<file path="config.mk">
export PLATFORM = sky130hd
export DESIGN_NAME = synth_voice_allocator_flat
export DESIGN_NICKNAME = d
export VERILOG_FILES = /design/src/design/svalloc_pkg.sv /design/src/design/svalloc_if.sv /design/src/design/synth_voice_allocator.sv /design/src/design/svalloc_front.sv /design/src/design/svalloc_cmd_fifo.sv /design/src/design/svalloc_back.sv /design/src/flat_wrapper.sv
export SDC_FILE = /design/constraint.sdc
export NUM_CORES = 1
export LEC_CHECK = 0
export BUFFER_PORTS_ARGS = -buffer_cell sky130_fd_sc_hd__buf_2
export CAP_MARGIN = 20
export CORE_ASPECT_RATIO = 0.5
export CORE_MARGIN = 4
export CORE_UTILIZATION = 58
export CTS_BUF_LIST = sky130_fd_sc_hd__clkbuf_2 sky130_fd_sc_hd__clkbuf_4 sky130_fd_sc_hd__clkbuf_8
export CTS_CLUSTER_DIAMETER = 100
export DETAILED_ROUTE_END_ITERATION = 6
export PLACE_DENSITY_LB_ADDON = 0.1
export SLEW_MARGIN = 20
export SYNTH_ARGS = -nofsm -noshare
export SYNTH_HDL_FRONTEND = slang
export SYNTH_SLANG_ARGS = --single-unit
</file>
<file path="constraint.sdc">
create_clock -name clk -period 6 [get_ports clk]
set_input_delay 0.9 -clock clk [delete_from_list [all_inputs] [get_ports clk]]
set_output_delay 0.9 -clock clk [all_outputs]
set_load 0.01 [all_outputs]
</file>
<file path="src/design/svalloc_pkg.sv">
// Shared types and constants for the voice allocator.
// Used by every module of the block; no dependencies.
package svalloc_pkg;

    localparam int NUM_VOICES = 8;
    localparam int HELD_DEPTH = 16;

    localparam int VIDX_W = (NUM_VOICES > 1) ? $clog2(NUM_VOICES) : 1;
    localparam int HELD_AW = $clog2(HELD_DEPTH);
    localparam int HCNT_W = $clog2(HELD_DEPTH + 1);

    localparam int CMDQ_DEPTH = 4;
    localparam int CMDQ_AW = $clog2(CMDQ_DEPTH);
    localparam int CMDQ_CW = $clog2(CMDQ_DEPTH + 1);

    localparam logic [1:0] REQ_NOTE_ON = 2'd0;
    localparam logic [1:0] REQ_NOTE_OFF = 2'd1;
    localparam logic [1:0] REQ_VOICE_DONE = 2'd2;

    localparam logic [1:0] CMD_ON = 2'd0;
    localparam logic [1:0] CMD_OFF = 2'd1;
    localparam logic [1:0] CMD_FIN = 2'd2;

    localparam logic ACT_RELEASE = 1'b0;
    localparam logic ACT_START = 1'b1;

    localparam logic [6:0] RETRIG_VELOCITY = 7'd102;

    typedef struct packed {
        logic [1:0] kind;
        logic [6:0] note;
        logic [6:0] velocity;
        logic [2:0] voice_id;
    } cmd_t;

    typedef struct packed {
        logic       action;
        logic [2:0] voice_index;
        logic [6:0] start_note;
        logic [6:0] start_velocity;
        logic       was_stolen;
        logic       glide;
        logic [6:0] glide_from_note;
        logic       last_of_run;
    } res_t;

    typedef struct packed {
        logic mono_mode;
        logic glide_enable;
    } cfg_t;

endpackage

</file>
<file path="src/design/svalloc_if.sv">
// Valid/ready channel interfaces for request and result transfers.
// Depends on nothing; payload widths follow the block's field list.
interface svalloc_req_if;
    logic       valid;
    logic       ready;
    logic [1:0] req_type;
    logic [6:0] note;
    logic [6:0] velocity;
    logic [2:0] voice_id;

    modport source (output valid, output req_type, output note, output velocity,
                    output voice_id, input ready);
    modport sink (input valid, input req_type, input note, input velocity,
                  input voice_id, output ready);
endinterface

interface svalloc_res_if;
    logic       valid;
    logic       ready;
    logic       action;
    logic [2:0] voice_index;
    logic [6:0] start_note;
    logic [6:0] start_velocity;
    logic       was_stolen;
    logic       glide;
    logic [6:0] glide_from_note;
    logic       last_of_run;

    modport source (output valid, output action, output voice_index, output start_note,
                    output start_velocity, output was_stolen, output glide,
                    output glide_from_note, output last_of_run, input ready);
    modport sink (input valid, input action, input voice_index, input start_note,
                  input start_velocity, input was_stolen, input glide,
                  input glide_from_note, input last_of_run, output ready);
endinterface

</file>
<file path="src/design/synth_voice_allocator.sv">
// Voice allocator top level: APB register block, front end, queue, sequencer.
// Depends on svalloc_pkg, svalloc_if, svalloc_front, svalloc_cmd_fifo, svalloc_back.
//
// Usage: requests (note on, note off, voice finished) arrive as transfers on req;
// each causes a run of zero or more result transfers on res, the final one
// flagged by last_of_run. A four-entry command queue parts intake from
// execution, so req keeps accepting while res is stalled until the queue fills.
// With res ready, a voice-finished request gives no result and clears its voice
// when the sequencer takes it from the queue; a polyphonic note on that finds no
// free voice runs an oldest-voice search that visits one voice per cycle.
// Releases go out one per cycle on the result register while res is ready; the
// held-stack sweep through its single memory port runs on a mono note off or a
// push onto a full stack, and a mono note off with retrigger runs the sweep, the
// releases and a start. The sequencer runs one request at a time.
// Registers: mono_mode at byte 0, glide_enable at byte 4, bit 0; write only
// while idle. Reset (rst_n low) clears all voices, the stack count, the
// stamp counter and the last-note record; stack contents stay undefined.
// A stalled res holds its result; the sequencer waits only when it has another result to give.
module synth_voice_allocator
    import svalloc_pkg::*;
(
    input  logic        clk,
    input  logic        rst_n,
    svalloc_req_if.sink req,
    svalloc_res_if.source res,
    input  logic        psel,
    input  logic        penable,
    input  logic        pwrite,
    input  logic [2:0]  paddr,
    input  logic [31:0] pwdata,
    output logic [31:0] prdata,
    output logic        pready
);

    logic mono_reg, mono_next;
    logic glide_reg, glide_next;
    cfg_t cfg;
    logic q_full, q_push, q_pop, q_empty;
    cmd_t q_in, q_out;

    assign pready = 1'b1;
    assign prdata = paddr[2] ? {31'b0, glide_reg} : {31'b0, mono_reg};

    always_comb
    begin
        mono_next = mono_reg;
        glide_next = glide_reg;
        if (psel && penable && pwrite)
        begin
            if (paddr[2])
            begin
                glide_next = pwdata[0];
            end
            else
            begin
                mono_next = pwdata[0];
            end
        end
    end

    always_ff @(posedge clk or negedge rst_n)
    begin
        if (!rst_n)
        begin
            mono_reg <= 1'b0;
            glide_reg <= 1'b0;
        end
        else
        begin
            mono_reg <= mono_next;
            glide_reg <= glide_next;
        end
    end

    assign cfg.mono_mode = mono_reg;
    assign cfg.glide_enable = glide_reg;

    svalloc_front u_front (
        .req    (req),
        .q_full (q_full),
        .q_push (q_push),
        .q_data (q_in)
    );

    svalloc_cmd_fifo u_fifo (
        .clk       (clk),
        .rst_n     (rst_n),
        .push      (q_push),
        .push_data (q_in),
        .full      (q_full),
        .pop       (q_pop),
        .pop_data  (q_out),
        .empty     (q_empty)
    );

    svalloc_back u_back (
        .clk     (clk),
        .rst_n   (rst_n),
        .cfg     (cfg),
        .q_empty (q_empty),
        .q_data  (q_out),
        .q_pop   (q_pop),
        .res     (res)
    );

endmodule

</file>
<file path="src/design/svalloc_front.sv">
// Front end: accepts request transfers, classifies them into commands.
// Depends on svalloc_pkg and svalloc_req_if; feeds svalloc_cmd_fifo.
module svalloc_front
    import svalloc_pkg::*;
(
    svalloc_req_if.sink req,
    input  logic        q_full,
    output logic        q_push,
    output cmd_t        q_data
);

    logic accept;

    assign req.ready = !q_full;
    assign accept = req.valid && !q_full;

    always_comb
    begin
        q_push = 1'b0;
        q_data.kind = CMD_ON;
        q_data.note = req.note;
        q_data.velocity = req.velocity;
        q_data.voice_id = req.voice_id;
        case (req.req_type)
            REQ_NOTE_ON:
            begin
                q_data.kind = CMD_ON;
                q_push = accept;
            end
            REQ_NOTE_OFF:
            begin
                q_data.kind = CMD_OFF;
                q_push = accept;
            end
            REQ_VOICE_DONE:
            begin
                q_data.kind = CMD_FIN;
                q_push = accept && (32'(req.voice_id) < NUM_VOICES);
            end
            default:
            begin
                q_push = 1'b0;
            end
        endcase
    end

endmodule

</file>
<file path="src/design/svalloc_cmd_fifo.sv">
// Short command queue between the front end and the voice sequencer.
// Depends on svalloc_pkg.
module svalloc_cmd_fifo
    import svalloc_pkg::*;
(
    input  logic clk,
    input  logic rst_n,
    input  logic push,
    input  cmd_t push_data,
    output logic full,
    input  logic pop,
    output cmd_t pop_data,
    output logic empty
);

    cmd_t               slot_reg [CMDQ_DEPTH];
    logic [CMDQ_AW-1:0] wr_ptr_reg, wr_ptr_next;
    logic [CMDQ_AW-1:0] rd_ptr_reg, rd_ptr_next;
    logic [CMDQ_CW-1:0] count_reg, count_next;
    logic               do_push, do_pop;

    assign full = (count_reg == CMDQ_CW'(CMDQ_DEPTH));
    assign empty = (count_reg == '0);
    assign pop_data = slot_reg[rd_ptr_reg];
    assign do_push = push && !full;
    assign do_pop = pop && !empty;

    always_comb
    begin
        wr_ptr_next = wr_ptr_reg;
        rd_ptr_next = rd_ptr_reg;
        count_next = count_reg;
        if (do_push)
        begin
            wr_ptr_next = (wr_ptr_reg == CMDQ_AW'(CMDQ_DEPTH - 1)) ? '0 : wr_ptr_reg + 1'b1;
        end
        if (do_pop)
        begin
            rd_ptr_next = (rd_ptr_reg == CMDQ_AW'(CMDQ_DEPTH - 1)) ? '0 : rd_ptr_reg + 1'b1;
        end
        if (do_push && !do_pop)
        begin
            count_next = count_reg + 1'b1;
        end
        else if (do_pop && !do_push)
        begin
            count_next = count_reg - 1'b1;
        end
    end

    always_ff @(posedge clk or negedge rst_n)
    begin
        if (!rst_n)
        begin
            wr_ptr_reg <= '0;
            rd_ptr_reg <= '0;
            count_reg <= '0;
        end
        else
        begin
            wr_ptr_reg <= wr_ptr_next;
            rd_ptr_reg <= rd_ptr_next;
            count_reg <= count_next;
        end
    end

    always_ff @(posedge clk)
    begin
        if (do_push)
        begin
            slot_reg[wr_ptr_reg] <= push_data;
        end
    end

endmodule

</file>
<file path="src/design/svalloc_back.sv">
// Back end: voice table, held-note stack and the sequencer that runs commands.
// Depends on svalloc_pkg and svalloc_res_if; reads svalloc_cmd_fifo.
module svalloc_back
    import svalloc_pkg::*;
(
    input  logic clk,
    input  logic rst_n,
    input  cfg_t cfg,
    input  logic q_empty,
    input  cmd_t q_data,
    output logic q_pop,
    svalloc_res_if.source res
);

    localparam logic [2:0] S_IDLE = 3'd0;
    localparam logic [2:0] S_COMPACT = 3'd1;
    localparam logic [2:0] S_REL = 3'd2;
    localparam logic [2:0] S_PICK = 3'd3;
    localparam logic [2:0] S_OLD = 3'd4;
    localparam logic [2:0] S_START = 3'd5;

    logic [2:0]            state_reg, state_next;
    logic [1:0]            kind_reg, kind_next;
    logic [6:0]            note_reg, note_next;
    logic [6:0]            vel_reg, vel_next;
    logic                  drop_first_reg, drop_first_next;
    logic                  rel_all_reg, rel_all_next;
    logic                  retrig_reg, retrig_next;

    logic [HCNT_W-1:0]     ri_reg, ri_next;
    logic [HCNT_W-1:0]     j_reg, j_next;
    logic [HCNT_W-1:0]     held_cnt_reg, held_cnt_next;
    logic                  rd_pend_reg, rd_pend_next;
    logic                  rd_first_reg, rd_first_next;
    logic [6:0]            rd_data_reg;
    logic [6:0]            top_reg, top_next;

    logic [VIDX_W-1:0]     scan_reg, scan_next;
    logic [VIDX_W-1:0]     pick_reg, pick_next;
    logic [31:0]           best_reg, best_next;
    logic                  stolen_reg, stolen_next;

    logic [NUM_VOICES-1:0] sounding_reg, sounding_next;
    logic [NUM_VOICES-1:0] gate_reg, gate_next;
    logic [6:0]            vnote_reg [NUM_VOICES];
    logic [6:0]            vnote_next [NUM_VOICES];
    logic [31:0]           vstamp_reg [NUM_VOICES];
    logic [31:0]           vstamp_next [NUM_VOICES];
    logic [31:0]           stamp_cnt_reg, stamp_cnt_next;
    logic                  last_valid_reg, last_valid_next;
    logic [6:0]            last_note_reg, last_note_next;

    logic                  out_valid_reg, out_valid_next;
    res_t                  out_reg, out_next;

    logic [6:0]            held_mem [HELD_DEPTH];
    logic                  mem_we;
    logic [HELD_AW-1:0]    mem_waddr;
    logic [6:0]            mem_wdata;
    logic                  rd_en;

    logic [NUM_VOICES-1:0] rel_mask, free_mask;
    logic [VIDX_W-1:0]     rel_idx, free_idx;
    logic                  rel_one;
    logic                  out_free;
    logic [31:0]           age;
    logic                  keep;
    logic                  glide_now;

    function automatic logic [VIDX_W-1:0] lowest_idx(input logic [NUM_VOICES-1:0] m);
        logic [VIDX_W-1:0] r;
        r = '0;
        for (int i = NUM_VOICES - 1; i >= 0; i--)
        begin
            if (m[i])
            begin
                r = VIDX_W'(i);
            end
        end
        return r;
    endfunction

    always_comb
    begin
        for (int v = 0; v < NUM_VOICES; v++)
        begin
            rel_mask[v] = sounding_reg[v] && gate_reg[v]
                          && (rel_all_reg || (vnote_reg[v] == note_reg));
            free_mask[v] = !sounding_reg[v] || (vnote_reg[v] == note_reg);
        end
    end

    assign rel_idx = lowest_idx(rel_mask);
    assign free_idx = lowest_idx(free_mask);
    assign rel_one = ((rel_mask & (rel_mask - 1'b1)) == '0);
    assign out_free = !out_valid_reg || res.ready;
    assign age = stamp_cnt_reg - vstamp_reg[scan_reg];
    assign keep = drop_first_reg ? !rd_first_reg : (rd_data_reg != note_reg);
    assign glide_now = cfg.glide_enable && last_valid_reg && (last_note_reg != note_reg);
    assign rd_en = (state_reg == S_COMPACT) && (ri_reg < held_cnt_reg);

    always_comb
    begin
        state_next = state_reg;
        kind_next = kind_reg;
        note_next = note_reg;
        vel_next = vel_reg;
        drop_first_next = drop_first_reg;
        rel_all_next = rel_all_reg;
        retrig_next = retrig_reg;
        ri_next = ri_reg;
        j_next = j_reg;
        held_cnt_next = held_cnt_reg;
        rd_pend_next = 1'b0;
        rd_first_next = rd_first_reg;
        top_next = top_reg;
        scan_next = scan_reg;
        pick_next = pick_reg;
        best_next = best_reg;
        stolen_next = stolen_reg;
        sounding_next = sounding_reg;
        gate_next = gate_reg;
        vnote_next = vnote_reg;
        vstamp_next = vstamp_reg;
        stamp_cnt_next = stamp_cnt_reg;
        last_valid_next = last_valid_reg;
        last_note_next = last_note_reg;
        out_valid_next = out_valid_reg && !res.ready;
        out_next = out_reg;
        mem_we = 1'b0;
        mem_waddr = '0;
        mem_wdata = note_reg;
        q_pop = 1'b0;

        case (state_reg)
            S_IDLE:
            begin
                if (!q_empty)
                begin
                    q_pop = 1'b1;
                    kind_next = q_data.kind;
                    note_next = q_data.note;
                    vel_next = q_data.velocity;
                    ri_next = '0;
                    j_next = '0;
                    case (q_data.kind)
                        CMD_FIN:
                        begin
                            sounding_next[VIDX_W'(q_data.voice_id)] = 1'b0;
                            gate_next[VIDX_W'(q_data.voice_id)] = 1'b0;
                        end
                        CMD_ON:
                        begin
                            rel_all_next = 1'b1;
                            retrig_next = 1'b0;
                            if (cfg.mono_mode)
                            begin
                                if (held_cnt_reg == HCNT_W'(HELD_DEPTH))
                                begin
                                    drop_first_next = 1'b1;
                                    state_next = S_COMPACT;
                                end
                                else
                                begin
                                    mem_we = 1'b1;
                                    mem_waddr = held_cnt_reg[HELD_AW-1:0];
                                    mem_wdata = q_data.note;
                                    held_cnt_next = held_cnt_reg + 1'b1;
                                    state_next = S_REL;
                                end
                            end
                            else
                            begin
                                state_next = S_PICK;
                            end
                        end
                        CMD_OFF:
                        begin
                            rel_all_next = 1'b0;
                            retrig_next = 1'b0;
                            drop_first_next = 1'b0;
                            state_next = cfg.mono_mode ? S_COMPACT : S_REL;
                        end
                        default:
                        begin
                            state_next = S_IDLE;
                        end
                    endcase
                end
            end

            S_COMPACT:
            begin
                if (rd_en)
                begin
                    ri_next = ri_reg + 1'b1;
                    rd_pend_next = 1'b1;
                    rd_first_next = (ri_reg == '0);
                end
                if (rd_pend_reg)
                begin
                    if (keep)
                    begin
                        mem_we = 1'b1;
                        mem_waddr = j_reg[HELD_AW-1:0];
                        mem_wdata = rd_data_reg;
                        j_next = j_reg + 1'b1;
                        top_next = rd_data_reg;
                    end
                end
                else if (!rd_en)
                begin
                    state_next = S_REL;
                    if (kind_reg == CMD_ON)
                    begin
                        mem_we = 1'b1;
                        mem_waddr = j_reg[HELD_AW-1:0];
                        mem_wdata = note_reg;
                        held_cnt_next = j_reg + 1'b1;
                    end
                    else
                    begin
                        held_cnt_next = j_reg;
                        retrig_next = (j_reg != '0);
                    end
                end
            end

            S_REL:
            begin
                if (rel_mask != '0)
                begin
                    if (out_free)
                    begin
                        out_valid_next = 1'b1;
                        out_next = '0;
                        out_next.action = ACT_RELEASE;
                        out_next.voice_index = 3'(rel_idx);
                        out_next.last_of_run = !rel_all_reg && rel_one && !retrig_reg;
                        gate_next[rel_idx] = 1'b0;
                    end
                end
                else if (kind_reg == CMD_ON)
                begin
                    state_next = S_PICK;
                end
                else if (retrig_reg)
                begin
                    kind_next = CMD_ON;
                    note_next = top_reg;
                    vel_next = RETRIG_VELOCITY;
                    rel_all_next = 1'b1;
                    retrig_next = 1'b0;
                end
                else
                begin
                    state_next = S_IDLE;
                end
            end

            S_PICK:
            begin
                if (free_mask != '0)
                begin
                    pick_next = free_idx;
                    stolen_next = 1'b0;
                    state_next = S_START;
                end
                else
                begin
                    scan_next = '0;
                    best_next = '0;
                    state_next = S_OLD;
                end
            end

            S_OLD:
            begin
                if ((scan_reg == '0) || (age > best_reg))
                begin
                    best_next = age;
                    pick_next = scan_reg;
                end
                if (scan_reg == VIDX_W'(NUM_VOICES - 1))
                begin
                    stolen_next = 1'b1;
                    state_next = S_START;
                end
                else
                begin
                    scan_next = scan_reg + 1'b1;
                end
            end

            S_START:
            begin
                if (out_free)
                begin
                    out_valid_next = 1'b1;
                    out_next.action = ACT_START;
                    out_next.voice_index = 3'(pick_reg);
                    out_next.start_note = note_reg;
                    out_next.start_velocity = vel_reg;
                    out_next.was_stolen = stolen_reg;
                    out_next.glide = glide_now;
                    out_next.glide_from_note = glide_now ? last_note_reg : note_reg;
                    out_next.last_of_run = 1'b1;
                    sounding_next[pick_reg] = 1'b1;
                    gate_next[pick_reg] = 1'b1;
                    vnote_next[pick_reg] = note_reg;
                    vstamp_next[pick_reg] = stamp_cnt_reg;
                    stamp_cnt_next = stamp_cnt_reg + 1'b1;
                    last_valid_next = 1'b1;
                    last_note_next = note_reg;
                    state_next = S_IDLE;
                end
            end

            default:
            begin
                state_next = S_IDLE;
            end
        endcase
    end

    always_ff @(posedge clk or negedge rst_n)
    begin
        if (!rst_n)
        begin
            state_reg <= S_IDLE;
            kind_reg <= CMD_ON;
            note_reg <= '0;
            vel_reg <= '0;
            drop_first_reg <= 1'b0;
            rel_all_reg <= 1'b0;
            retrig_reg <= 1'b0;
            ri_reg <= '0;
            j_reg <= '0;
            held_cnt_reg <= '0;
            rd_pend_reg <= 1'b0;
            rd_first_reg <= 1'b0;
            top_reg <= '0;
            scan_reg <= '0;
            pick_reg <= '0;
            best_reg <= '0;
            stolen_reg <= 1'b0;
            sounding_reg <= '0;
            gate_reg <= '0;
            for (int v = 0; v < NUM_VOICES; v++)
            begin
                vnote_reg[v] <= '0;
                vstamp_reg[v] <= '0;
            end
            stamp_cnt_reg <= '0;
            last_valid_reg <= 1'b0;
            last_note_reg <= '0;
            out_valid_reg <= 1'b0;
        end
        else
        begin
            state_reg <= state_next;
            kind_reg <= kind_next;
            note_reg <= note_next;
            vel_reg <= vel_next;
            drop_first_reg <= drop_first_next;
            rel_all_reg <= rel_all_next;
            retrig_reg <= retrig_next;
            ri_reg <= ri_next;
            j_reg <= j_next;
            held_cnt_reg <= held_cnt_next;
            rd_pend_reg <= rd_pend_next;
            rd_first_reg <= rd_first_next;
            top_reg <= top_next;
            scan_reg <= scan_next;
            pick_reg <= pick_next;
            best_reg <= best_next;
            stolen_reg <= stolen_next;
            sounding_reg <= sounding_next;
            gate_reg <= gate_next;
            vnote_reg <= vnote_next;
            vstamp_reg <= vstamp_next;
            stamp_cnt_reg <= stamp_cnt_next;
            last_valid_reg <= last_valid_next;
            last_note_reg <= last_note_next;
            out_valid_reg <= out_valid_next;
        end
    end

    always_ff @(posedge clk)
    begin
        out_reg <= out_next;
    end

    // held-note stack: one write port, one registered read port
    always_ff @(posedge clk)
    begin
        if (mem_we)
        begin
            held_mem[mem_waddr] <= mem_wdata;
        end
        if (rd_en)
        begin
            rd_data_reg <= held_mem[ri_reg[HELD_AW-1:0]];
        end
    end

    assign res.valid = out_valid_reg;
    assign res.action = out_reg.action;
    assign res.voice_index = out_reg.voice_index;
    assign res.start_note = out_reg.start_note;
    assign res.start_velocity = out_reg.start_velocity;
    assign res.was_stolen = out_reg.was_stolen;
    assign res.glide = out_reg.glide;
    assign res.glide_from_note = out_reg.glide_from_note;
    assign res.last_of_run = out_reg.last_of_run;

endmodule

</file>
<file path="src/flat_wrapper.sv">
// flat-port wrapper written by rule: the top's interface ports become plain ports
module synth_voice_allocator_flat import svalloc_pkg::*;
  (clk, rst_n, psel, penable, pwrite, paddr, pwdata, prdata, pready, req_valid, req_req_type, req_note, req_velocity, req_voice_id, req_ready, res_valid, res_action, res_voice_index, res_start_note, res_start_velocity, res_was_stolen, res_glide, res_glide_from_note, res_last_of_run, res_ready);
  svalloc_req_if req_i ();
  svalloc_res_if res_i ();
  input  logic clk;
  input  logic rst_n;
  input  logic psel;
  input  logic penable;
  input  logic pwrite;
  input  logic [2:0] paddr;
  input  logic [31:0] pwdata;
  output logic [31:0] prdata;
  output logic pready;
  input wire logic [$bits(req_i.valid)-1:0] req_valid;
  input wire logic [$bits(req_i.req_type)-1:0] req_req_type;
  input wire logic [$bits(req_i.note)-1:0] req_note;
  input wire logic [$bits(req_i.velocity)-1:0] req_velocity;
  input wire logic [$bits(req_i.voice_id)-1:0] req_voice_id;
  output wire logic [$bits(req_i.ready)-1:0] req_ready;
  output wire logic [$bits(res_i.valid)-1:0] res_valid;
  output wire logic [$bits(res_i.action)-1:0] res_action;
  output wire logic [$bits(res_i.voice_index)-1:0] res_voice_index;
  output wire logic [$bits(res_i.start_note)-1:0] res_start_note;
  output wire logic [$bits(res_i.start_velocity)-1:0] res_start_velocity;
  output wire logic [$bits(res_i.was_stolen)-1:0] res_was_stolen;
  output wire logic [$bits(res_i.glide)-1:0] res_glide;
  output wire logic [$bits(res_i.glide_from_note)-1:0] res_glide_from_note;
  output wire logic [$bits(res_i.last_of_run)-1:0] res_last_of_run;
  input wire logic [$bits(res_i.ready)-1:0] res_ready;
  assign req_i.valid = req_valid;
  assign req_i.req_type = req_req_type;
  assign req_i.note = req_note;
  assign req_i.velocity = req_velocity;
  assign req_i.voice_id = req_voice_id;
  assign req_ready = req_i.ready;
  assign res_valid = res_i.valid;
  assign res_action = res_i.action;
  assign res_voice_index = res_i.voice_index;
  assign res_start_note = res_i.start_note;
  assign res_start_velocity = res_i.start_velocity;
  assign res_was_stolen = res_i.was_stolen;
  assign res_glide = res_i.glide;
  assign res_glide_from_note = res_i.glide_from_note;
  assign res_last_of_run = res_i.last_of_run;
  assign res_i.ready = res_ready;
  synth_voice_allocator u_core (.clk(clk), .rst_n(rst_n), .req(req_i), .res(res_i), .psel(psel), .penable(penable), .pwrite(pwrite), .paddr(paddr), .pwdata(pwdata), .prdata(prdata), .pready(pready));
endmodule
</file>
---- Yosys cells after proc, flatten, opt, wreduce, memory -nomap -nowiden ----
Memory sizes are Yosys's and may differ from the RTL's. A register that Yosys moved wholly into a read port is not among the register bits.
Index checks and enable logic that the tools add are counted.
operators by class
  add/sub/neg operators ................... 11
  order comparisons ....................... 11
  eq/ne operators ......................... 52
  multiplexer cells ....................... 162
  bitwise operators ....................... 12
  reductions and logical operators ........ 110
operators by type and width
  operator               count
  $bwmux 256             1
  $mux 32                5
  $mux 7                 16
  $bmux 32 s3            1
  $demux 32 s3           1
  $mux 3                 31
  $mux 28                3
  $mux 8                 8
  $pmux 32 s2            1
  $bwmux 56              1
  $eq 7x7->1             8
  $pmux 28 s2            1
  $mux 5                 11
  $ne 2x2->1 const B     22
  $pmux 7 s2             3
  $mux 1                 40
  $logic_and 1x1->1      33
  $add 32x1->32 const B  1
  $and 8x8->8            4
  $gt 32x32->1           1
  $mux 4                 8
  $sub 32x32->32         1
  $pmux 5 s2             3
  $pmux 8 s3             1
  other kinds (54)       153
word-level totals
  register bits after elaboration ......... 491
  bits in writable memories ............... 188
  input port bits ......................... 61
  word-level logic and storage cells ...... 412
  memories kept ........................... 2
memory list
  name                    depth  width  rd ports  clocked after Yosys merged registers in  write ports  line                    RTL
  u_core.u_back.held_mem  16     7      1         1                                        1            svalloc_back.sv:56      logic [6:0] held_mem [HELD_DEPTH];
  u_core.u_fifo.slot_reg  4      19     1         0                                        1            svalloc_cmd_fifo.sv:16  cmd_t slot_reg [CMDQ_DEPTH];

---- Depth between registers and ports, before layout ----
Gate-level depths: netlist (run 1).
  word-level depth ........................ 20
  depth in mapped cells ................... 27

---- By module ----
From an unflattened synthesis (run 1), not the netlist that was laid out.
second synthesis, totals
  cells, all modules ...................... 2521
  area, all modules ....................... 33500.9 um^2
by module, submodules not included
  module                 instances  cells each  area an instance (um^2)  seq. area each (um^2)
  svalloc_back           1          2322        29804.8                  15775.1
  svalloc_cmd_fifo       1          136         3190.6                   2457.4
  synth_voice_allocator  1          41          346.6                    50.0
  svalloc_front          1          22          158.9                    0.0

---- Worst setup path after synthesis (run 1) ----
Ideal clock, no wire load.
  path type ............................... register to register
  start point ............................. register u_core.u_back.scan_reg[0]
  end point ............................... register u_core.u_back.best_reg[0]
  library setup time ...................... 0.066 ns
  arrival time ............................ 5.916 ns
  slack ................................... 0.018 ns
  cell stages (with the launch flop) ...... 24
  path buffers ............................ 5
  clock period less this slack ............ 5.982 ns
  cell sequence ........................... dfrtp_1 > clkbuf_1 > buf_1 > buf_1 > mux4_2 > mux2i_1 > ha_1 > nor2b_1 > o31a_1 > o31ai_2 > o21ai_1 > a21oi_1 > o31ai_1 > o41ai_1 > xnor2_1 > ha_1 > nand4_1 > nor4_1 > a21oi_1 > a31oi_1 > and2_1 > clkbuf_1 > clkbuf_1 > a22o_1
between the ends
  longest elaborated chain between the ends .. 9
  elaborated cells between the ends (all ways) .. 12
  those cells by class .................... 1 x add/sub; 1 x order compare; 1 x eq/ne; 5 x mux; 1 x bitwise; 3 x reduce/logical
ends and longest elaborated chain
  what                                         line                 RTL
  start, declared                              svalloc_back.sv:38   logic [VIDX_W-1:0] scan_reg, scan_next;
  start signal, assigned                       svalloc_back.sv:374  scan_reg <= scan_next;
  $not 3->4 (implied by the code)              svalloc_back.sv:97   assign age = stamp_cnt_reg - vstamp_reg[scan_reg];
  $bmux 32 s3                                  svalloc_back.sv:97
  $mux 32 (implied by the code) (2 in series)  svalloc_back.sv:97
  $sub 32x32->32                               svalloc_back.sv:97
  $gt 32x32->1                                 svalloc_back.sv:279  if ((scan_reg == '0) || (age > best_reg))
  $logic_or 1x1->1                             svalloc_back.sv:279
  $ne 2x2->1 (no line)                         --
  $reduce_and 3->1 (no line)                   --
  end signal, assigned                         svalloc_back.sv:376  best_reg <= best_next;
  end, declared                                svalloc_back.sv:40   logic [31:0] best_reg, best_next;
Parallel ways exist; a longest one is shown, timed or not. The select of a mux whose other input is x is not followed.
A chain may end at the register's enable or synchronous reset.

---- Final worst setup path (run 1) ----
  start point ............................. register u_core.u_back.scan_reg[0]
  end point ............................... register u_core.u_back.best_reg[25]
Same word-level chain as after synthesis.

==> flow_summary_export.csv, run 1 <==
group,metric,value,unit
flow_run,drv_cap,0,
final_layout,syn_to_final_growth,10.3,%
floorplanning,start_util,59.0,%
route,post_drt_wl_per_cell,20.4,µm
floorplanning,die_w,345,µm
synthesis,synth_top_family_by_area,"multiplexers",
timing,final_max_slew_viol_count,0,
final_layout,nets,2866,
clock_network,cts-htree-levels,3,
synthesis,yosys.area_share.adder,3.38,%
route,drt_wl_total,72600,µm
grt,overflow,0,
setup_path,end_kind,"flop",
clock_network,clock_latency,690,ps
clock_network,path_clk_slew,60,ps
grt,grt_use_total,24.5,%
setup_path,worstReg2RegEnd,"u_core.u_back.best_reg[25]",
pwr,p_leak,16.5,nW
clock_network,cts_tree,"built",
status,status,"finished, final reports clean",
synthesis,synth-seq-area-share,55.6,%
route,vias_per_cell,5.78,
timing,setup_violations,0,
grt,grt_pass1_vias,20600,
placed_design,hpwl,45200,µm
synthesis,synth_edf_count,223,
synthesis,synth_xor_area_share,3.70,%
route,drc,0,
final_layout,diodes,0,
final_layout,finalNonFillerCells,3554,
synthesis,ys_seq_elements,686,
floorplanning,die_h,176,µm
route,drtAntennaViolNets,0,
placed_design,place_inst,3363,
pwr,power,0.0158,W
setup_path,critPathArrivalTime,6340,ps
timing,setup_tns,0,ps
timing,final_hold_viol_count,0,
timing,fmaxAchievable,173,MHz
route,first_pass_iters,5,
setup_path,reg2reg_from,"u_core.u_back.scan_reg[0]",
setup_path,crit_type,"reg -> reg",
timing,tightest_slew,1080,ps
synthesis,synth_cells,2641,
hold_path,hold_path.class,"in -> async",
synthesis,yosysUniqueCellTypes,83,
pwr,peakVddDrop,0.239,mV
route,num_vias,20500,
pwr,power_density,435,mW/mm²
grt,grt_max_degree,139,
placed_design,post_dp_cell_area,0.0340,mm²
clock_network,cts_buffers,96,
setup_path,r2r_cells,23,
synthesis,synth-main-ff-cell,"dfrtp_1",
synthesis,synth_simple_gate_area_share,10.5,%
floorplanning,core_area,0.0558,mm²
synthesis,syn_area,0.0329,mm²
placed_design,gp_congestion,0.893,
clock_network,hold_buffers,0,
synthesis,synth_compound_area_share,6.47,%
setup_path,worstPathMaxFanout,32,
setup_path,cp-start-kind,"flop",
placed_design,portBuffers,58,
grt,antenna_found_initial,0,
floorplanning,die-area,0.0608,mm²
timing,min_period,5780,ps
synthesis,synthArstFlopShare,67.5,%
setup_path,required,6560,ps
synthesis,syn_avg_cell_area,12.5,µm²
timing,whs,214,ps
route,drt_iter0_drc,1524,
clock_network,clockRootBuffer,"clkbuf_8",
clock_network,clockBufferDepth,3,
setup_path,r2r_slack,220,ps
floorplanning,num_rows,61,
floorplanning,pin_count,124,
final_layout,largest_reg_flops,256,
final_layout,stdcell_area,0.0363,mm²
timing,finalCritPeriodShare,96.3,%
timing,skew,17.3,ps
clock_network,cts_sinks,686,
final_layout,drive_gt1_share,25.2,%
synthesis,yosysWarningCount,0,
timing,slew_headroom,28.3,%
grt,grt_pass1_wl,116000,µm
synthesis,synth_mux_area_share,16.4,%
==> power breakdown <==
| part | leakage [nW] | switching, W | internal (W) | total, W |
|---|---|---|---|---|
| Clock | 1.09 | 0.00179 | 0.00202 | 0.00381 |
| Combinational | 7.07 | 0.00331 | 0.00253 | 0.00584 |
| Sequential | 8.37 | 0.000480 | 0.00564 | 0.00612 |
| Total | 16.5 | 0.00558 | 0.0102 | 0.0158 |
==> cells in the mapped netlist, drive strengths merged (3+ instances only) <==
master  count  share of area (%)
nand2     500                5.8
dfrtp     463                 35
edfxtp    223                 20
mux2      202                6.9
mux4      118                8.1
clkbuf    107                1.2
nor2       98                1.1
buf        88                1.8
ha         85                3.2
inv        78               0.89
xnor2      72                1.9
o21ai      68                1.1
xor2       67                1.8
a21oi      64               0.99
mux2i      47                1.4
a22o       37               0.99
nand3      34               0.52
nand4      28               0.53
and2       25               0.48
a21o       21               0.48
nor3       21               0.32
nand2b     17               0.32
nor4       14               0.27
o211ai     14               0.35
a31oi      12               0.23
and3       12               0.23
nor2b      11               0.21
o21a       10               0.23
o31ai      10               0.26
a211oi      7               0.19
a41oi       6               0.21
nor3b       6               0.14
o21bai      6               0.14
o22a        6               0.16
o211a       5               0.15
o41ai       5               0.19
or2         5              0.095
or3         5              0.095
a221oi      4               0.13
nand3b      4              0.091
nor4b       4               0.17
and4        3              0.084
o22ai       3              0.057
==> cells in the final DEF (no fill, tap or decap), types with 43 or more instances in the layout <==
cell type	netlist	final
a21oi_1	63	60
buf_2	26	57
buf_4	35	72
clkbuf_4	0	48
clkbuf_8	0	106
dfrtp_1	463	460
edfxtp_1	223	223
ha_1	85	82
inv_1	76	74
mux2_2	202	202
mux2i_1	47	43
mux4_2	118	118
nand2_1	493	493
nor2_1	94	94
o21ai_0	57	57
xnor2_1	72	72
xor2_1	67	67
==> layout make-up <==
type,count,area [µm²]
fillers,4188,19500
inverters,78,293
multi-input cells,1712,13600
clock buffers,154,1820
well taps,756,946
flip-flops and latches,686,18300
repair buffers,144,1120
clock inverters,24,205
==> stage by stage <==
stage,setup slack [ps],util (%)
finish,223,65.0
global route,-12.5,65.0
CTS,12.1,64.6
detailed placement,-214,60.9
global placement,-185,60.9
floorplan,17.7,-
==> worst max-delay path: stages (launching register included) <==
cell	delay [ps]
dfrtp_4	520
buf_12	140
buf_16	170
mux4_2	520
mux2i_1	280
ha_2	380
a21oi_2	190
o211ai_2	110
a221o_1	380
a2111oi_4	430
o41ai_4	140
a2111o_1	450
o311ai_2	100
ha_1	280
nand4_1	170
nor2_1	70
o221ai_1	90
o2111ai_2	200
a21oi_1	170
a31oi_1	70
buf_4	170
and2_1	180
buf_12	170
a22o_1	200
==> routing by layer <==
| metal | routed length (µm) | vias up | share of wire [%] | GRT usage (%) |
|---|---|---|---|---|
| li1 | - | 9489 | - | - |
| met1 | 34200 | 10500 | 47 | 36.2 |
| met2 | 33600 | 455 | 46 | 38.3 |
| met3 | 3380 | 108 | 4.7 | 4.11 |
| met4 | 1410 | 0 | 1.9 | 6.38 |
| met5 | 0 | - | 0 | 0 |
==> timing repair <==
item,in CTS,in global routing
gates resized for setup,1,22
setup endpoints to repair,35,35
cloned,0,1
buffers inserted,5,6
pin swaps,0,9
==> cell families (layout without fill, tap and decap cells) <==
group                      Yosys count  after routing
adders and majority gates           88             88
xor gates and xnor gates           139            139
muxes                              367            367
other                                2             32
DFF                                686            686
buffers and inverters              273            400
AOI/OAI and AO/OA                  297            297
and+or+nand+nor                    789            789
==> how the worst max path moves through the flow <==
| stage | start | endpoint | cells past startpoint |
|---|---|---|---|
| after CTS | u_core.u_back.scan_reg[0] | u_core.u_back.pick_reg[1] | 22 |
| after detailed placement | u_core.u_back.scan_reg[0] | u_core.u_back.pick_reg[1] | 20 |
| after global routing | u_core.u_back.scan_reg[0] | u_core.u_back.best_reg[18] | 23 |
| final | u_core.u_back.scan_reg[0] | u_core.u_back.best_reg[25] | 23 |
| after global placement | u_core.u_back.scan_reg[0] | u_core.u_back.pick_reg[1] | 20 |
| after floorplan | u_core.u_back.scan_reg[0] | u_core.u_back.best_reg[0] | 23 |
No activity file was read; power rests on OpenSTA's default activity.
==> run 2, diff against run 1 <==
--- a/config.mk
+++ b/config.mk
@@ -7,9 +7,9 @@
 export LEC_CHECK = 0
 export BUFFER_PORTS_ARGS = -buffer_cell sky130_fd_sc_hd__buf_2
 export CAP_MARGIN = 20
-export CORE_ASPECT_RATIO = 0.5
+export CORE_ASPECT_RATIO = 0.75
 export CORE_MARGIN = 4
-export CORE_UTILIZATION = 58
+export CORE_UTILIZATION = 50
 export CTS_BUF_LIST = sky130_fd_sc_hd__clkbuf_2 sky130_fd_sc_hd__clkbuf_4 sky130_fd_sc_hd__clkbuf_8
 export CTS_CLUSTER_DIAMETER = 100
 export DETAILED_ROUTE_END_ITERATION = 6
==> run 2 against run 1 <==
Register-to-register slack gained 70 ps. Setup slack gained 69 ps. Cell count grew 4.4%. First-iteration DRC count grew 3.0%. Final area grew 1.7%. Core utilization shrank 8.4 points. Clock skew grew 12 ps. Combinational power grew 3%. Via count grew 2.1%. Non-clock buffer count grew 13. Largest cell class unchanged.
==> flow_summary_export.csv, run 2 (same netlist as run 1, synthesis figures left out) <==
group,metric,value,unit
status,status,"finished, final reports clean",
grt,grt_pass1_vias,21800,
setup_path,worstPathMaxFanout,32,
floorplanning,pin_count,124,
flow_run,drv_cap,0,
route,drtAntennaViolNets,0,
timing,tightest_slew,1070,ps
route,drc,0,
setup_path,critPathArrivalTime,6290,ps
hold_path,hold_path.class,"in -> async",
route,drt_wl_total,78800,µm
timing,finalCritPeriodShare,95.1,%
final_layout,layout_commonest_cell,"nand2_1",
clock_network,cts_buffers,109,
floorplanning,start_util,50.5,%
grt,grt_pass1_wl,125000,µm
floorplanning,die_w,304,µm
final_layout,layout_common_cells,"nand2_1 (493), dfrtp_1 (460), edfxtp_1 (223)",
clock_network,clockRootBuffer,"clkbuf_8",
clock_network,clock_latency,720,ps
route,first_pass_iters,5,
placed_design,hpwl,51100,µm
timing,setup_violations,0,
timing,final_max_slew_viol_count,0,
setup_path,r2r_cells,24,
pwr,p_leak,16.8,nW
timing,skew,29.4,ps
final_layout,drive_gt1_share,26.2,%
route,drt_iter0_drc,1569,
final_layout,nets,2892,
timing,slew_headroom,28.4,%
pwr,power_density,448,mW/mm²
final_layout,syn_to_final_growth,12.1,%
placed_design,portBuffers,58,
floorplanning,die_h,230,µm
clock_network,cts_tree,"built",
setup_path,cp-start-kind,"flop",
grt,grt_max_degree,119,
grt,antenna_found_initial,0,
clock_network,path_clk_slew,70,ps
clock_network,hold_buffers,0,
clock_network,cts_sinks,686,
grt,overflow,0,
final_layout,largest_reg_flops,256,
route,vias_per_cell,5.65,
clock_network,clockBufferDepth,3,
floorplanning,core_area,0.0652,mm²
pwr,peakVddDrop,0.230,mV
timing,whs,207,ps
final_layout,n_fill_cell,5301,
setup_path,required,6580,ps
setup_path,end_kind,"flop",
floorplanning,num_rows,81,
timing,final_hold_viol_count,0,
clock_network,cts-htree-levels,3,
timing,min_period,5710,ps
grt,grt_use_total,22.8,%
timing,fmaxAchievable,175,MHz
placed_design,gp_congestion,0.888,
setup_path,crit_type,"reg -> reg",
route,post_drt_wl_per_cell,21.2,µm
final_layout,utilization,56.6,%
route,num_vias,21000,
floorplanning,die-area,0.0700,mm²
run 2: changes by cell type in the layout (fill, tap and decap cells not counted), moves of 4 or more:
cell       change
mux2i_2        -4
clkinv_1       -6
clkbuf_8      +26
mux2i_1        +4
clkinv_2      +13
buf_4         +14
bufinv_16      +4
clkbuf_4      -13
run 2: power by group:
group	internal [W]	switching, W
Sequential	0.00565	0.000495
Clock	0.00248	0.00191
Combinational	0.00256	0.00344
run 2: critical path, cell delays in order, from the launching register on:
cell and delay, ps:
dfrtp_4 480, buf_12 150, buf_12 160, buf_4 150, mux4_2 490, mux2i_1 270, ha_1 330, o21ai_0 100
nor2_1 80, o31ai_2 210, o211ai_2 180, a2111oi_4 460, o41ai_4 150, a2111o_1 450, o311ai_2 110, ha_1 200
nand4_1 210, nor2_1 180, o221ai_1 140, o2111ai_1 140, a21oi_1 100, a31oi_2 260, nand2_1 140, buf_12 190
a22o_1 240
run 2: per-stage QoR:
stage	TNS (ps)	setup WS (ps)	instance area, µm²	cells	power (W)
after floorplan	0	17.7	33000	2671	0.0103
after global placement	0	117	34300	3497	0.0119
after detailed placement	0	78.7	34300	3497	0.0121
after CTS	0	33.9	36700	3702	0.0165
after global routing	-167	-20.0	36900	3709	0.0176
final	0	292	36900	3710	0.0165
run 2: area by class of cell:
type	count	area, µm²	area share (%)
Timing Repair Buffer	157	1190	3.24
Antenna cell	1	2.50	0.00678
Inverter	78	293	0.794
Multi-Input combinational cell	1712	13600	36.8
Sequential cell	686	18300	49.6
Tap cell	871	1090	2.95
Clock inverter	39	382	1.03
Clock buffer	166	2070	5.62
run 2: final timing paths:
| check | startpoint | endpoint | slack, ps |
|---|---|---|---|
| setup / recovery | u_core.u_back.scan_reg[0] | u_core.u_back.best_reg[15] | 290 |
| hold / removal | rst_n | u_core.u_back.vel_reg[6] | 210 |
| setup reg to reg | u_core.u_back.scan_reg[0] | u_core.u_back.best_reg[15] | 290 |
| hold reg to reg | u_core.u_back.last_valid_reg | u_core.u_back.last_valid_reg | 470 |
| max in group asynchronous | rst_n | u_core.u_back.vstamp_reg[140] | 4240 |
| min in group clk | req_note[1] | u_core.u_fifo.slot_reg[3][11] | 400 |
run 2: what timing repair did:
item                                    in CTS  in global routing
endpoints found under the setup margin       0                 35
resized for setup                            0                 12
setup buffers                                0                  6
run 2: layer usage:
metal | track usage [%] | part of all wire, % | vias up
met4 | 5.87 | 1.9 | 0
met3 | 4.86 | 6.2 | 126
met2 | 33.4 | 43 | 531
met1 | 34.7 | 49 | 10800
met5 | 0 | 0 | -
li1 | - | - | 9559
==> run 3, diff against run 2 <==
--- a/config.mk
+++ b/config.mk
@@ -7,7 +7,7 @@
 export LEC_CHECK = 0
 export BUFFER_PORTS_ARGS = -buffer_cell sky130_fd_sc_hd__buf_2
 export CAP_MARGIN = 20
-export CORE_ASPECT_RATIO = 0.75
+export CORE_ASPECT_RATIO = 1.2
 export CORE_MARGIN = 4
 export CORE_UTILIZATION = 50
 export CTS_BUF_LIST = sky130_fd_sc_hd__clkbuf_2 sky130_fd_sc_hd__clkbuf_4 sky130_fd_sc_hd__clkbuf_8
==> run 3 against run 2 <==
First-iteration DRC count fell by 14%. Setup slack lost 130 ps. Sequential power hardly changed. Non-clock buffer count increased by 27. Sequential cell count unchanged. Via count is 0.66% lower. Core utilization is 0.62 points higher. Register-to-register slack got worse by 130 ps. Final area is 0.58% higher. Combinational power increased by 3%. Worst hold slack got worse by 70 ps. Power grew 0.22%.
==> flow_summary_export.csv, run 3 (same netlist as run 1, synthesis figures left out) <==
group,metric,value,unit
status,status,"finished, final reports clean",
placed_design,hpwl,48700,µm
final_layout,layout_common_cells,"nand2_1 (491), dfrtp_1 (459), edfxtp_1 (223)",
grt,grt_pass1_wl,121000,µm
grt,grt_use_total,21.8,%
pwr,p_leak,16.9,nW
final_layout,drive_gt1_share,27.2,%
route,drt_wl_total,76700,µm
timing,slew_headroom,29.7,%
route,drtAntennaViolNets,0,
floorplanning,pin_count,124,
grt,antenna_found_initial,1,
timing,final_max_slew_viol_count,0,
route,num_vias,20800,
pwr,peakVddDrop,0.291,mV
timing,fmaxAchievable,171,MHz
clock_network,clock_latency,720,ps
grt,grt_pass1_vias,21800,
setup_path,crit_type,"reg -> reg",
setup_path,required,6580,ps
clock_network,path_clk_slew,60,ps
placed_design,gp_congestion,0.843,
grt,grt_max_degree,167,
clock_network,clockRootBuffer,"clkbuf_8",
final_layout,utilization,57.2,%
hold_path,hold_path.class,"in -> async",
flow_run,drv_cap,0,
floorplanning,die-area,0.0700,mm²
final_layout,finalNonFillerCells,3698,
floorplanning,num_rows,102,
clock_network,hold_buffers,0,
route,vias_per_cell,5.63,
setup_path,worstPathMaxFanout,8,
timing,tightest_slew,1050,ps
route,drt_iter0_drc,1342,
clock_network,clockBufferDepth,3,
final_layout,syn_to_final_growth,12.8,%
final_layout,largest_reg_flops,256,
floorplanning,core_area,0.0648,mm²
placed_design,place_inst,3463,
timing,setup_violations,0,
grt,overflow,0,
setup_path,max_stage_delay,510,ps
clock_network,cts_sinks,686,
timing,final_hold_viol_count,0,
clock_network,cts_tree,"built",
setup_path,cp_common_cell,"buf_4",
floorplanning,die_w,242,µm
route,post_drt_wl_per_cell,20.7,µm
timing,skew,42.9,ps
setup_path,critPathArrivalTime,6420,ps
setup_path,end_kind,"flop",
final_layout,n_fill_cell,5394,
final_layout,layout_commonest_cell,"nand2_1",
route,first_pass_iters,5,
floorplanning,start_util,50.7,%
clock_network,cts_buffers,110,
final_layout,nets,2920,
timing,finalCritPeriodShare,97.3,%
pwr,power_density,447,mW/mm²
placed_design,portBuffers,58,
setup_path,cp-start-kind,"flop",
route,drc,0,
setup_path,crit_slowest_cell,"mux4_2",
floorplanning,die_h,289,µm
timing,min_period,5840,ps
clock_network,cts-htree-levels,3,
==> run 3: changes by cell type in the layout (fill, tap and decap cells not counted), moves of 3 or more <==
cell	before	now
clkbuf_4	35	45
clkinv_2	22	13
buf_4	86	109
a21oi_2	2	5
mux2i_2	0	3
clkinv_1	2	6
inv_8	1	4
mux2i_1	47	43
clkinvlp_4	4	0
clkbuf_16	0	3
bufinv_16	6	2
==> run 3: where the power goes <==
| part | internal, W | leakage, nW | total (W) | switching, W |
|---|---|---|---|---|
| combinational | 0.00273 | 7.29 | 0.00617 | 0.00344 |
| sequential | 0.00565 | 8.37 | 0.00617 | 0.000520 |
| clock | 0.00237 | 1.28 | 0.00424 | 0.00187 |
==> run 3: layout make-up <==
cell class                 count  area, µm²  share of cell area [%]
antenna                        1       2.50                 0.00674
clock buffer                 177       2150                    5.81
clock inverter                28        226                   0.610
inverter                      78        293                   0.789
multi-input combinational   1712      13600                    36.8
sequential                   686      18300                    49.3
tap                          832       1040                    2.81
timing repair buffer         184       1460                    3.93
==> run 3: per-layer routing <==
layer,track usage (%),vias to the layer above,wire length [µm]
met2,38.9,430,39600
met3,2.79,121,3080
met4,6.66,0,1700
li1,-,9623,-
met5,0,-,0
met1,28.0,10700,32300
==> run 3: worst paths after layout <==
path,start,end,slack [ps],cells past startpoint
min in group clk,req_note[3],u_core.u_fifo.slot_reg[0][13],390,1
hold reg to reg,u_core.u_back.last_valid_reg,u_core.u_back.last_valid_reg,470,1
setup / recovery,u_core.u_back.scan_reg[0],u_core.u_back.best_reg[1],160,26
max in group asynchronous,rst_n,u_core.u_back.vstamp_reg[81],4530,2
setup reg to reg,u_core.u_back.scan_reg[0],u_core.u_back.best_reg[1],160,26
hold / removal,rst_n,u_core.u_back.best_reg[3],140,1
==> run 3: metrics by stage <==
stage               setup WS (ps)  setup TNS (ps)  hold WS [ps]  total power, W  instance area [µm²]
floorplan                    17.7               0           439          0.0103                33000
global placement             -235           -4780           452          0.0119                34200
detailed placement           -263           -7100           459          0.0121                34300
CTS                          20.1               0          92.2          0.0165                36700
global route                -4.13           -11.1           134          0.0176                37100
finish                        163               0           137          0.0166                37100
==> run 3: what timing repair did <==
action,in CTS,in global routing
pin swaps,5,13
gates cloned,0,4
resized for setup,5,29
setup endpoints to repair,35,35
setup buffers,7,19
==> run 3: worst max-delay path, delay by kind of cell (launching register included) <==
| family | cells | cell delay [ps] |
|---|---|---|
| AO/OA/AOI/OAI | 8 | 1740 |
| multiplexers | 2 | 690 |
| AND/OR/NAND/NOR | 5 | 620 |
| adder cells (fa/ha/maj) | 2 | 610 |
| buffers and inverters | 8 | 1430 |
| XOR/XNOR | 1 | 130 |
| flip-flops | 1 | 480 |
